### src/design/shh2d_pkg.sv
// Package: shared types, constants and field widths of the split height histogram.
`timescale 1ns / 1ps
`default_nettype none
package shh2d_pkg;
    localparam int MaxXBins = 64;
    localparam int MaxYBins = 64;
    localparam int XIdxW = $clog2(MaxXBins);
    localparam int YIdxW = $clog2(MaxYBins);
    localparam int AddrW = XIdxW + YIdxW;
    localparam int NumBins = MaxXBins * MaxYBins;
    localparam int CntW = 24;
    localparam int SumW = 40;
    localparam int TotW = 32;
    localparam int BcW = 7;

    typedef enum logic [2:0] {
        REG_X_MIN = 3'd0, REG_X_MAX = 3'd1, REG_Y_MIN = 3'd2,
        REG_Y_MAX = 3'd3, REG_X_BINS = 3'd4, REG_Y_BINS = 3'd5
    } reg_idx_t;

    localparam logic ACT_ADD  = 1'b0;
    localparam logic ACT_READ = 1'b1;

    // Item passed from front end to back end.
    typedef struct packed {
        logic               is_read;
        logic               in_range;   // read index inside store
        logic [AddrW-1:0]   addr;
        logic [XIdxW-1:0]   bx;
        logic [YIdxW-1:0]   by;
        logic signed [15:0] height;
    } cmd_t;
endpackage
`default_nettype wire

### src/design/shh2d_queue.sv
// Two-entry queue between front and back end.
`timescale 1ns / 1ps
`default_nettype none
module shh2d_queue (
    input  wire logic            aclk,
    input  wire logic            aresetn,
    input  wire logic            in_valid,
    output logic                 in_ready,
    input  wire shh2d_pkg::cmd_t in_cmd,
    output logic                 out_valid,
    input  wire logic            out_ready,
    output shh2d_pkg::cmd_t      out_cmd
);
    shh2d_pkg::cmd_t mem_reg [2];
    logic wp_reg, rp_reg;
    logic [1:0] cnt_reg;
    logic wr, rd;
    assign in_ready = cnt_reg != 2'd2;
    assign out_valid = cnt_reg != 2'd0;
    assign out_cmd = mem_reg[rp_reg];
    assign wr = in_valid && in_ready;
    assign rd = out_valid && out_ready;
    always_ff @(posedge aclk) begin
        if (!aresetn) begin
            wp_reg <= 1'b0;
            rp_reg <= 1'b0;
            cnt_reg <= '0;
        end else begin
            if (wr) wp_reg <= ~wp_reg;
            if (rd) rp_reg <= ~rp_reg;
            cnt_reg <= cnt_reg + {1'b0, wr} - {1'b0, rd};
        end
        if (wr) mem_reg[wp_reg] <= in_cmd;
    end
    ap_cnt: assert property (@(posedge aclk) disable iff (!aresetn) cnt_reg != 2'd3)
        else $error("queue count overflow");
    ap_ptr: assert property (@(posedge aclk) disable iff (!aresetn)
        (cnt_reg == 2'd0 || cnt_reg == 2'd2) |-> wp_reg == rp_reg)
        else $error("queue pointers inconsistent");
    ap_empty: assert property (@(posedge aclk) disable iff (!aresetn)
        cnt_reg == 2'd1 |-> wp_reg != rp_reg)
        else $error("queue pointers inconsistent");
endmodule
`default_nettype wire

### config.mk
export PLATFORM = sky130hd
export DESIGN_NAME = shh2d_queue
export DESIGN_NICKNAME = d
export VERILOG_FILES = /design/src/design/shh2d_pkg.sv /design/src/design/shh2d_queue.sv
export SDC_FILE = /design/constraint.sdc
export NUM_CORES = 1
export LEC_CHECK = 0
export ABC_AREA = 0
export BUFFER_PORTS_ARGS = -buffer_cell sky130_fd_sc_hd__clkbuf_2
export CAP_MARGIN = 10
export CORE_MARGIN = 2
export CORE_UTILIZATION = 47
export CTS_CLUSTER_SIZE = 24
export DETAILED_ROUTE_END_ITERATION = 10
export GPL_TIMING_DRIVEN = 0
export PLACE_DENSITY_LB_ADDON = 0.1
export SLEW_MARGIN = 20
export SYNTH_ARGS = -nofsm -noshare
export SYNTH_HDL_FRONTEND = slang
export SYNTH_SLANG_ARGS = --single-unit
### constraint.sdc
create_clock -name aclk -period 3 [get_ports aclk]
set_clock_uncertainty 0.05 [all_clocks]
set_input_delay 0.45 -clock aclk [delete_from_list [all_inputs] [get_ports aclk]]
set_output_delay 0.45 -clock aclk [all_outputs]
set_load 0.02 [all_outputs]
# Word level (Yosys, flattened, before mapping)
# Memories as Yosys holds them, arrays and structs flattened. A register that Yosys moved wholly into a read port is not among the register bits.
# Cells that the tools add are included.
# classes
order_cmp	0
bitwise_logic	2
mux	4
reduce_logical	3
n_shift	0
mul	0
eq_ne	1
div_mod_pow	0
addsub	2
# ops
op	count
2-to-1 mux 1 bit	4
adder 2 x 1 -> 2 bit	1
logical AND 1 bit	2
!= test 2 bit, second input constant	1
inverter 1 bit	2
nonzero test 2 bit	1
subtractor 2 x 1 -> 2 bit	1
# totals
mem_bits_ro	0
in_bits	46
output_inout_bits	44
regBits	4
latch_bits	0
ramBits	84
mem_count	1
# memory_table
memory	depth	width	rd	rd_ports_with_merged_regs	write_ports	line	text
mem_reg	2	42	1	1	1	shh2d_queue.sv:14	shh2d_pkg::cmd_t mem_reg [2];

# Longest topological paths before layout
# logic_depth
ltp_word	4
depth_mapped	8
mapped_depth_nobuf	8

# Least setup slack after synthesis
# OpenSTA, ideal clock, no wires.
# synth_timing
kind	flip-flop to flip-flop
start	register cnt_reg[0]
end	memory mem_reg[0][0] in the netlist's numbering, enable pin
path_buffers	0
path_stages_with_launch	4
setup_ns	0.441
arrival_ns	2.524
period_less_slack_ns	3.016
setup_slack_ns	-0.016
cell_sequence	dfxtp_1 -> nand2b_1 -> nand2_1 -> nor2_1
# synth_via
elab_chain_len	4
# synth_rtl
item	line	text
start, declared	shh2d_queue.sv:16	logic [1:0] cnt_reg;
start signal, assigned	shh2d_queue.sv:31	cnt_reg <= cnt_reg + {1'b0, wr} - {1'b0, rd};
!= test 2 bit	shh2d_queue.sv:18	assign in_ready = cnt_reg != 2'd2;
named net in_ready	shh2d_queue.sv:8	output logic in_ready,
logical AND 1 bit	shh2d_queue.sv:21	assign wr = in_valid && in_ready;
2-to-1 mux 1 bit	shh2d_queue.sv:33	if (wr) mem_reg[wp_reg] <= in_cmd;
2-to-1 mux 1 bit (implied by the code)	shh2d_queue.sv:33	
end, declared	shh2d_queue.sv:14	
# The timed path passes the listed nets, and every way through them passes these cells.

==> impl_metrics.yaml <==
timing:
  grt_setup_unrepaired: "no"
  timing.setup.tns_ps: 0
  timing.slew.headroom: 0.559
  hold_ws_ps: 241
  timing.fmax_mhz: 512
  hold_violations: 0
  setup_violations: 0
  report.final.slew_viol_count: 0
  final.min_clock_period_ps: 1950
  postLayoutSetupSlackWorst_ps: 1050
  max_slew.worst_pin.slew_ps: 660
  share_of_the_clock_period_used_by_the_worst_path: 0.652
synth:
  ys_async_sr_fraction: 0
  yosys.area.top_type_share: 0.726
  syn_area_per_cell_sq_um: 22.4
  ys_ff_latch: 89
  synth.area.top_cells: "edfxtp_1, mux2_4, dfxtp_1"
  syn-cell-area_sq_um: 3470
  yosysUniqueCellTypes: 18
  postSynth.topFlopCell: "edfxtp_1"
  synth_enable_flop_cells: 84
  synth_cells: 155
  synth_largest_area_cell: "edfxtp_1"
  number_of_warnings_reported_in_the_yosys_synthesis_log: 0
  syn_nets: 203
  yosys.cell_count.top_type: "edfxtp_1"
  ys_top_cells_by_count: "edfxtp_1, mux2_4, dfxtp_1"
  ys_seq_area_frac: 0.755
worst_setup_path:
  worstRegToRegCells: 4
  worst-path-buf-inv: 3
  crit_path_top_delay_cell: "dfxtp_1"
  crit_path_max_incr_delay_ps: 330
  critical_path_arrival_ps: 1450
  worst-path-max-fanout: 10
  critical_path.startpoint_type: "flop"
  timing.critical_path.max_delay_family: "buffers and inverters"
  depth_of_the_critical_timing_path_with_buffers_and_inverters_included: 4
  critical_path.endpoint: "out_cmd[24]"
  r2r_setup_slack_ps: 1190
  critical_path_required_ps: 2500
  cp_cell_sequence: "buf_6 -> buf_12 -> mux2_4 -> clkbuf_2"
  path_class: "reg -> out"
  worst_setup_path_end_kind: "primary output"
  worst_r2r_start: "cnt_reg[0]"
  r2r-end: "mem_reg[0][41]"
die:
  coreArea_sq_um: 7210
  die_w_um: 90.0
  chipHeight_um: 90.0
  die-area_sq_um: 8090
  start_util: 0.481
  std_cell_rows: 31
  top_level_ports: 90
final_layout:
  multiInputGateArea_sq_um: 763
  post_route_cells_drive_above_1_share: 0.599
  antenna_cells: 0
  max_ffs_per_register: 84
  n_fill_cell: 589
  stdcell_area_sq_um: 4310
  final_core_util: 0.597
  layout.area.seq_sq_um: 2620
  areaGrowthSynthToFinish_pct: 24.0
  fin_nets: 305
  final-instance-count-excl-fill: 361
grt:
  vias_in_the_first_global_route: 1654
  global_route.overflow_total: 0
  grt_usage: 0.132
  maximum_number_of_pins_on_one_net_before_global_route_repair: 24
  grt_antenna_before_repair: 0
  grt_pass1_wl_um: 7900
power_and_ir_drop:
  share_comb_of_total_power: 0.327
  leakagePower_nw: 1.72
  power.share.switching: 0.297
  share_seq_of_total_power: 0.449
  total_power_mw: 3.58
  intPower_mw: 2.52
  power_frac_clock: 0.224
  maximum_vdd_drop_mv: 0.359
  p_switching_mw: 1.06
  power_density_nw_per_um2: 831
detailed_routing:
  vias_per_inst: 4.63
  drc: 0
  routed_wirelength_um: 5010
  drt_iter0_markers: 111
  dr.pass1.iters: 4
  avgRoutedWirePerCell_um: 13.9
  drtAntennaViolNets: 0
  route.vias.total: 1672
clock_network:
  clk_pin_slew_ps: 90
  cts_inserted_buffers: 9
  post_cts.resized_instances: 0
  post-cts-setup-buffers: 0
  tritoncts: "done"
  maximum_root_to_sink_buffer_count: 2
  clk_root_buffer_cell: "clkbuf_8"
  h_tree_depth: 3
  cts.hold.buffers_added: 0
  cts_num_sinks: 89
  clkLatencyLatePin_ps: 340
run:
  max-cap-violations: 0
placement:
  portBuffers: 89
  place.gp.congestion: 0.682
  placed_cells_incl_taps: 345
  dp_slack_ps: 1130
  place_hpwl_um: 3410
  placed_area_sq_um: 4110
run_status:
  outcome: "finished, final reports clean"
hold_path:
  worst_hold_path_type: "in -> reg"
power groups by stage:
| stage | clock (mW) | sequential (mW) | combinational (mW) |
|---|---|---|---|
| global route | 0.881 | 1.62 | 1.25 |
| floorplan | 0 | 1.63 | 0.872 |
| finish | 0.802 | 1.61 | 1.17 |
| CTS | 0.826 | 1.61 | 1.20 |
| detailed placement | 0 | 1.64 | 1.19 |
| global placement | 0 | 1.64 | 1.15 |
logic make-up after synthesis:
| family | Yosys count | synth area share |
|---|---|---|
| AOI/OAI and AO/OA | 1 | 0.00252 |
| xor gates and xnor gates | 3 | 0.00757 |
| adders and majority gates | 2 | 0.00721 |
| buffers and inverters | 6 | 0.0274 |
| DFF | 89 | 0.755 |
| muxes | 43 | 0.182 |
| and+or+nand+nor | 11 | 0.0177 |
per-layer routing:
metal / wire (um) / global-route usage / share of wire
met5: 0 / 0 / 0
met2: 2670 / 0.228 / 0.53
met1: 1950 / 0.145 / 0.39
met4: 66 / 0.0654 / 0.013
met3: 319 / 0.0469 / 0.064
layout by cell type, fill, tap and decap left out, types with 2 or more instances in the layout:
cell and n:
mux2_4 40, clkinv_4 2, clkbuf_2 89, mux2_2 2, buf_12 4, buf_16 2
xnor2_1 3, inv_6 2, dfxtp_1 5, ha_1 2, clkbuf_8 9, and2_1 2
nor2b_1 2, nand2b_1 2, edfxtp_1 84, nand2_1 2
worst reg2reg max path, stage by stage (launching register included):
cell and delay, ps:
dfxtp_1 370, nand2b_1 150, nand2_1 150, nor2_4 540, buf_16 250
layout make-up:
class,count,share of cell area
clock inverter,7,0.0177
inverter,1,0.000872
clock buffer,9,0.0288
timing repair buffer,91,0.116
multi-input combinational,60,0.177
tap,99,0.0288
sequential,89,0.609
buffer,5,0.0212
worst min-delay path by stage:
stage / from / endpoint / slack, ps / cells after the start
after floorplan: wp_reg / wp_reg / 420 / 2
after global routing: in_cmd[36] / mem_reg[0][36] / 210 / 1
after detailed placement: wp_reg / wp_reg / 470 / 2
after global placement: wp_reg / wp_reg / 420 / 2
final: in_cmd[36] / mem_reg[1][36] / 240 / 1
after CTS: in_cmd[36] / mem_reg[1][36] / 220 / 1
No activity file was read; power rests on OpenSTA's default activity.
