==> src/design/shh2d_pkg.sv <==
// Package: shared types, constants and field widths of the split height histogram.
`timescale 1ns / 1ps
`default_nettype none
package shh2d_pkg;
    localparam int MaxXBins = 64;
    localparam int MaxYBins = 64;
    localparam int XIdxW = $clog2(MaxXBins);
    localparam int YIdxW = $clog2(MaxYBins);
    localparam int AddrW = XIdxW + YIdxW;
    localparam int NumBins = MaxXBins * MaxYBins;
    localparam int CntW = 24;
    localparam int SumW = 40;
    localparam int TotW = 32;
    localparam int BcW = 7;

    typedef enum logic [2:0] {
        REG_X_MIN = 3'd0, REG_X_MAX = 3'd1, REG_Y_MIN = 3'd2,
        REG_Y_MAX = 3'd3, REG_X_BINS = 3'd4, REG_Y_BINS = 3'd5
    } reg_idx_t;

    localparam logic ACT_ADD  = 1'b0;
    localparam logic ACT_READ = 1'b1;

    // Item passed from front end to back end.
    typedef struct packed {
        logic               is_read;
        logic               in_range;   // read index inside store
        logic [AddrW-1:0]   addr;
        logic [XIdxW-1:0]   bx;
        logic [YIdxW-1:0]   by;
        logic signed [15:0] height;
    } cmd_t;
endpackage
`default_nettype wire

==> src/design/shh2d_front.sv <==
// Front end: window test and bin index computation, bit-serial division per axis.
`timescale 1ns / 1ps
`default_nettype none
module shh2d_front (
    input  wire logic                    aclk,
    input  wire logic                    aresetn,
    input  wire logic                    s_valid,
    output logic                         s_ready,
    input  wire logic                    s_action,
    input  wire logic signed [15:0]      s_x_offset,
    input  wire logic signed [15:0]      s_y_offset,
    input  wire logic signed [15:0]      s_height_diff,
    input  wire logic [5:0]              s_read_x_bin,
    input  wire logic [5:0]              s_read_y_bin,
    input  wire logic signed [15:0]      x_min,
    input  wire logic signed [15:0]      x_max,
    input  wire logic signed [15:0]      y_min,
    input  wire logic signed [15:0]      y_max,
    input  wire logic [shh2d_pkg::BcW-1:0] x_bins,
    input  wire logic [shh2d_pkg::BcW-1:0] y_bins,
    output logic                         q_valid,
    input  wire logic                    q_ready,
    output shh2d_pkg::cmd_t              q_cmd
);
    // off*bins < 2^17 * 2^9; quotient < 2^9. Divide 26-bit numerator by 17-bit span.
    localparam int NumW = 26;
    localparam int DenW = 17;
    localparam int QW = 9;

    typedef enum logic [2:0] {
        ST_IDLE = 3'b001, ST_DIV = 3'b010, ST_OUT = 3'b100
    } st_t;

    st_t st_reg, st_next;
    logic [4:0] step_reg;
    logic [NumW-1:0] xr_reg, yr_reg;       // numerator/quotient shift regs
    logic [DenW-1:0] xd_reg, yd_reg;
    shh2d_pkg::cmd_t cmd_reg;

    function automatic logic [QW-1:0] eff(input logic [shh2d_pkg::BcW-1:0] n,
                                          input int lim);
        logic [QW-1:0] r;
        r = {{(QW-shh2d_pkg::BcW){1'b0}}, n};
        if (n == '0) r = QW'(1);
        if (r > QW'(lim)) r = QW'(lim);
        return r;
    endfunction

    logic x_in, y_in;
    logic [DenW-1:0] xspan, yspan, xoff, yoff;
    logic [QW-1:0] xb, yb;
    assign x_in = (s_x_offset > x_min) && (s_x_offset < x_max);
    assign y_in = (s_y_offset > y_min) && (s_y_offset < y_max);
    assign xspan = DenW'({x_max[15], x_max} - {x_min[15], x_min});
    assign yspan = DenW'({y_max[15], y_max} - {y_min[15], y_min});
    assign xoff = DenW'({s_x_offset[15], s_x_offset} - {x_min[15], x_min});
    assign yoff = DenW'({s_y_offset[15], s_y_offset} - {y_min[15], y_min});
    assign xb = eff(x_bins, shh2d_pkg::MaxXBins);
    assign yb = eff(y_bins, shh2d_pkg::MaxYBins);

    // Bit-serial division: numerator and quotient share one word; the remainder has its own register.
    logic [DenW:0] xrem_reg, yrem_reg, xrs, yrs;
    assign xrs = {xrem_reg[DenW-1:0], xr_reg[NumW-1]};
    assign yrs = {yrem_reg[DenW-1:0], yr_reg[NumW-1]};
    logic xge, yge;
    assign xge = xrs >= {1'b0, xd_reg};
    assign yge = yrs >= {1'b0, yd_reg};

    assign s_ready = (st_reg == ST_IDLE);
    assign q_valid = (st_reg == ST_OUT);
    assign q_cmd = cmd_reg;

    always_comb begin
        st_next = st_reg;
        unique case (st_reg)
            ST_IDLE: if (s_valid) begin
                if (s_action == shh2d_pkg::ACT_READ) st_next = ST_OUT;
                else if (x_in && y_in) st_next = ST_DIV;
            end
            ST_DIV: if (step_reg == 5'(NumW - 1)) st_next = ST_OUT;
            ST_OUT: if (q_ready) st_next = ST_IDLE;
            default: st_next = ST_IDLE;
        endcase
    end

    always_ff @(posedge aclk) begin
        if (!aresetn) st_reg <= ST_IDLE;
        else st_reg <= st_next;
        unique case (st_reg)
            ST_IDLE: begin
                step_reg <= '0;
                xrem_reg <= '0;
                yrem_reg <= '0;
                xr_reg <= NumW'(xoff) * NumW'(xb);
                yr_reg <= NumW'(yoff) * NumW'(yb);
                xd_reg <= xspan;
                yd_reg <= yspan;
                cmd_reg.is_read <= s_action;
                cmd_reg.in_range <= 1'b1;
                cmd_reg.height <= s_height_diff;
                cmd_reg.bx <= s_read_x_bin[shh2d_pkg::XIdxW-1:0];
                cmd_reg.by <= s_read_y_bin[shh2d_pkg::YIdxW-1:0];
                cmd_reg.addr <= {s_read_x_bin[shh2d_pkg::XIdxW-1:0],
                                 s_read_y_bin[shh2d_pkg::YIdxW-1:0]};
            end
            ST_DIV: begin
                step_reg <= step_reg + 5'd1;
                xr_reg <= {xr_reg[NumW-2:0], xge};
                yr_reg <= {yr_reg[NumW-2:0], yge};
                xrem_reg <= xge ? xrs - {1'b0, xd_reg} : xrs;
                yrem_reg <= yge ? yrs - {1'b0, yd_reg} : yrs;
                if (step_reg == 5'(NumW - 1)) begin
                    cmd_reg.bx <= shh2d_pkg::XIdxW'({xr_reg[QW-2:0], xge});
                    cmd_reg.by <= shh2d_pkg::YIdxW'({yr_reg[QW-2:0], yge});
                    cmd_reg.addr <= {shh2d_pkg::XIdxW'({xr_reg[QW-2:0], xge}),
                                     shh2d_pkg::YIdxW'({yr_reg[QW-2:0], yge})};
                    cmd_reg.in_range <= ({xr_reg[QW-2:0], xge} < QW'(shh2d_pkg::MaxXBins))
                        && ({yr_reg[QW-2:0], yge} < QW'(shh2d_pkg::MaxYBins));
                end
            end
            default: ;
        endcase
    end

    ap_busy: assert property (@(posedge aclk) disable iff (!aresetn) !(q_valid && s_ready))
        else $error("front busy overlap");
    ap_onehot: assert property (@(posedge aclk) disable iff (!aresetn) $onehot(st_reg))
        else $error("state not one-hot");
    ap_hold: assert property (@(posedge aclk) disable iff (!aresetn)
        q_valid && !q_ready |=> q_valid && $stable(q_cmd))
        else $error("queue entry changed while stalled");
    ap_div: assert property (@(posedge aclk) disable iff (!aresetn)
        st_reg == ST_DIV |-> !s_ready)
        else $error("ready during divide");
endmodule
`default_nettype wire

==> config.mk <==
export PLATFORM = sky130hd
export DESIGN_NAME = shh2d_front
export DESIGN_NICKNAME = d
export VERILOG_FILES = /design/src/design/shh2d_pkg.sv /design/src/design/shh2d_front.sv
export SDC_FILE = /design/constraint.sdc
export NUM_CORES = 1
export LEC_CHECK = 0
export BUFFER_PORTS_ARGS = -buffer_cell sky130_fd_sc_hd__buf_2
export CAP_MARGIN = 5
export CELL_PAD_IN_SITES_DETAIL_PLACEMENT = 0
export CELL_PAD_IN_SITES_GLOBAL_PLACEMENT = 2
export CORE_MARGIN = 10
export CORE_UTILIZATION = 34
export DETAILED_ROUTE_END_ITERATION = 8
export PLACE_DENSITY = 0.76
export SKIP_LAST_GASP = 1
export SYNTH_ARGS = -nofsm -noshare
export SYNTH_HDL_FRONTEND = slang
export SYNTH_SLANG_ARGS = --single-unit
==> constraint.sdc <==
create_clock -name aclk -period 7 [get_ports aclk]
set_input_delay 0.7 -clock aclk [delete_from_list [all_inputs] [get_ports aclk]]
set_output_delay 0.7 -clock aclk [all_outputs]
set_load 0.005 [all_outputs]
# Yosys cells after proc, flatten, opt, wreduce, memory -nomap -nowiden
# Index checks and enable logic that the tools add are counted.
[op_classes] magnitude_cmp=10 eq_ne=8 n_reduce_logical=9 mul=2 mux=19 add_sub_neg=7
[op_table] cell="one-hot mux 26 bit (2 select lines)" n=2
[op_table] cell="one-hot mux 17 bit (2 select lines)" n=2
[op_table] cell="subtractor 16 x 16 -> 17 bit" n=4
[op_table] cell="multiplier 17 x 9 -> 26 bit" n=2
[op_table] cell="one-hot mux 25 bit (2 select lines)" n=1
[op_table] cell=">= comparator 18 x 17 -> 1 bit" n=2
[op_table] cell="2-to-1 mux 17 bit" n=2
[op_table] cell="subtractor 17 bit" n=2
[op_table] cell="> comparator 16 bit" n=2
[op_table] cell="less-than comparator 16 bit" n=2
[op_table] cell="2-to-1 mux 25 bit" n=1
[op_table] cell="2-to-1 mux 7 bit" n=3
[op_table] cell="> comparator 9 x 7 -> 1 bit, second input constant" n=2
[op_table] cell="less-than comparator 9 x 7 -> 1 bit, second input constant" n=2
[op_table] cell="2-to-1 mux 3 bit" n=5
[op_table] cell="zero test 7 bit" n=2
[op_table] cell="one-hot mux 5 bit (2 select lines)" n=1
[op_table] cell="2-to-1 mux 9 bit" n=1
[op_table] cell="one-hot mux 3 bit (3 select lines)" n=1
[op_table] cell="adder 5 x 1 -> 5 bit, second input constant" n=1
[op_table] cell="equality test 5 bit, second input constant" n=1
[op_table] cell="logical AND 1 bit" n=4
[op_table] cell="inequality test 2 bit, second input constant" n=2
[op_table] cell="AND reduction 4 bit" n=1
[op_table] cell="7 further kinds" n=7
[totals] in_bits=143 regBits=170

# Depth between registers and ports, before layout
[depth] ltp_word=7 mapped_depth=28

# Worst setup path before layout
# Ideal clock, no wire load.
[synth_timing] kind="input to register" start="input s_y_offset[0]" end="register yr_reg[22] (data pin)" arrival_time_ns=6.624 setup_ns=0.256 required_time_ns=6.744 cell_stages=28 setup_slack_ns=0.120 n_path_buf=0 path_cell_list="inv_1 ha_1 inv_1 fa_1 a21o_1 a21oi_1 o21ai_0 nand2_1 o21ai_0 a21oi_1 xnor2_1 nand2_1 fa_1 inv_1 fa_1 fa_1 inv_1 fa_1 inv_1 ha_1 and2_1 o311ai_0 a21oi_1 o21ai_1 a31oi_1 o21a_1 or3_1 a31o_2"
[synth_between] elab_chain_len=3
[synth_rtl] element="from (decl)" line_no="shh2d_front.sv:11" text="input wire logic signed [15:0] s_y_offset,"
[synth_rtl] element="subtractor 16 x 16 -> 17 bit" line_no="shh2d_front.sv:57" text="assign yoff = DenW'({s_y_offset[15], s_y_offset} - {y_min[15], y_min});"
[synth_rtl] element="multiplier 17 x 9 -> 26 bit" line_no="shh2d_front.sv:95" text="yr_reg <= NumW'(yoff) * NumW'(yb);"
[synth_rtl] element="one-hot mux 26 bit (2 select lines)" line_no="shh2d_front.sv:89" text="unique case (st_reg)"
[synth_rtl] element="to (signal assigned)" line_no="shh2d_front.sv:95"
[synth_rtl] element="to (signal assigned)" line_no="shh2d_front.sv:109" text="yr_reg <= {yr_reg[NumW-2:0], yge};"
[synth_rtl] element="to (decl)" line_no="shh2d_front.sv:36" text="logic [NumW-1:0] xr_reg, yr_reg;"
# Every way passes these cells.
# A chain may end at the register's enable or synchronous reset.

# Worst setup path after layout
[layout_timing] start="input s_y_offset[0]" end="register yr_reg[21] (data pin)"
# The elaborated chain is that of the path after synthesis.

==> metrics.txt <==
ANT nets after route=0; Post-synth EDFFs=155; Total Wirelength=54.3 mm; Post-Syn Area per Cell=8.80 µm²; multi-input logic area=13000 µm²; Slew @ Worst Pin=1080 ps; initial core utilization=34.2%; Post-synth ARST share=0%; GRT Total Usage=16.5%; RSZ-0062 raised after global routing=true; area leader, netlist=edfxtp_1; Crit Path Max Fanout=4; vias per inst=4.88; CTS buffer count=17; CP max stage delay=560 ps; Core Region=56200 µm²; gr ovfl total=0; clock buffer depth=2; r2r worst-path depth=11; min Tclk post-route=6610 ps; pwr/cell area=292 nW/µm²; VDD IR-drop max=0.210 mV; clk_lat worst skew=480 ps; CTS root buf=clkbuf_16; Placer Congestion=0.875; wire length per cell=16.6 µm; hold path depth=1; global-route wire length before repair=88.1 mm; die footprint=66400 µm²; final setup vio count=0; Die H=258 µm; Hold WC Path Type=in2reg; crit path buf inv count=8; status=complete, no violations; Post-Syn Nets=2706; ys flop type=edfxtp_1; WP depth=29; Synth area leaders=edfxtp_1, fa_1, ha_1; initial DRC count=722; Post-DP Area=22100 µm²; Synth Warn #=0; H-tree Lvls=4; IO Pins=187; Crit path max-delay family=adder cells; flip-flop and latch area=4710 µm²; leakage=0.0111 µW; CTS tree=done; Seq/Total Area, Yosys=24.6%; DR vias=16000; gate count of the mapped netlist=2180; Resize count post-CTS=0; I/O Buffers=186; Layout Skew=14.8 ps; Synth cell types=72; crit path max-delay cell type=fa_1; CTS clock-pin slew for the worst setup and hold paths=80 ps; pin count of the biggest net entering global routing=68; #FFs+latches synth=158; Final Instance Area=22700 µm²; Final Hold Vio Count=0; post-CTS setup buffers=0; max_slew headroom=28.1%; CTS Hold Bufs=0; Pre-antenna DRT Iters=5; maxcap violations=0; Fill cells=5783; pins over their slew limit=0; Peak Freq=151 MHz; Cell Rows=87; TNS Setup=0 ps; Placed Cells=3232; clk sinks=158; Total Power=6630 µW; fin nets=3021; critical path class=in2reg; hpwl dp=45.3 mm; Yosys top cell area share=24.3%; Critical Path Source Type=input pin; mapped cell area=19200 µm²; fraction of layout cells with a size suffix above 1=17.0%; Residual DRC=0; initial antenna violation count=3; area delta synth->final=18.4%; WHS=394 ps; CP required=7190 ps; Die X=258 µm; Crit. End Element=register; fin crit share=94.4%; vias in the first global route=16500; post-route insts no fill=3267; Worst EP arrival=6810 ps; Largest register FFs=30
==> cell type report <==
class	count	share of cell area, %
Multi-Input combinational cell	1616	57.1
Antenna cell	3	0.0330
Clock inverter	15	0.672
Tap cell	756	4.16
Inverter	350	5.78
Timing Repair Buffer	352	9.58
Sequential cell	158	20.8
Clock buffer	17	1.87
==> final timing paths <==
path	from	to	slack, ps
worst max-delay path	s_y_offset[0]	yr_reg[21]	390
worst min-delay path	s_height_diff[1]	q_cmd[1]	390
worst max register to register	xr_reg[25]	xrem_reg[15]	3080
worst min register to register	yr_reg[19]	yr_reg[20]	520
==> power breakdown <==
group	switching (µW)	internal, µW
clock	465	472
combinational	2240	1910
sequential	93.3	1450
total	2800	3830
==> logic make-up after synthesis <==
logic type	Yosys count	synth area share, %
AO/OA/AOI/OAI	380	12.6
XOR/XNOR	117	5.34
adder cells (fa/ha/maj)	383	31.1
buffers and inverters	406	8.21
flip-flops	158	24.6
multiplexers	26	1.36
AND/OR/NAND/NOR	710	16.8
==> cell usage after synthesis, drive strengths merged (13+ instances only) <==
library cell  number
inv              350
nor2             270
ha               226
nand2            195
fa               157
edfxtp           155
a21oi            119
o21ai             91
xnor2             67
nor3              52
xor2              50
clkbuf            37
nor2b             32
nand3             29
a21o              28
nand2b            28
mux2i             25
o21a              21
buf               19
or3               19
a211oi            17
nand4             15
and2              14
and3              13
==> metal layers <==
metal	part of all wire [%]	GRT usage [%]	vias up
li1	-	-	7956
met1	48	22.4	7689
met2	46	26.8	265
met3	3.7	2.65	46
met4	1.5	4.18	0
met5	0	0	-
==> layout by cell type (no fill, tap or decap), drive strengths merged, types with 7 or more instances in the layout <==
master and count:
clkinv 7, o21a 21, a31oi 12, o31ai 7
fa 157, o31a 11, or3 19, o21ai 91
nand2 195, nor3 52, inv 356, buf 352
nand3 29, a2111oi 8, a21oi 119, or2 12
ha 226, nor2b 32, and2 14, o211ai 8
mux2i 25, xor2 50, clkbuf 17, o21bai 11
nand2b 28, nand4 15, a21o 28, edfxtp 155
nor2 270, a211oi 17, and3 13, xnor2 67
==> through the flow <==
| stage | setup WS (ps) | utilization [%] |
|---|---|---|
| after floorplan | 120 | - |
| after global placement | -229 | 39.3 |
| after detailed placement | -268 | 39.3 |
| after CTS | 203 | 40.3 |
| after global routing | -21.3 | 40.4 |
| final | 389 | 40.4 |
==> worst register-to-register path: stages, from the launching register on <==
cell and delay (ps):
edfxtp_1 350, inv_1 50, ha_1 220, fa_1 420
nand2b_1 190, a211oi_1 410, o21ai_0 230, a31oi_1 350
nand2_1 90, nand2_1 790, nand2_1 390, o22ai_1 250
Note: power is estimated with default switching activity, not from simulation.
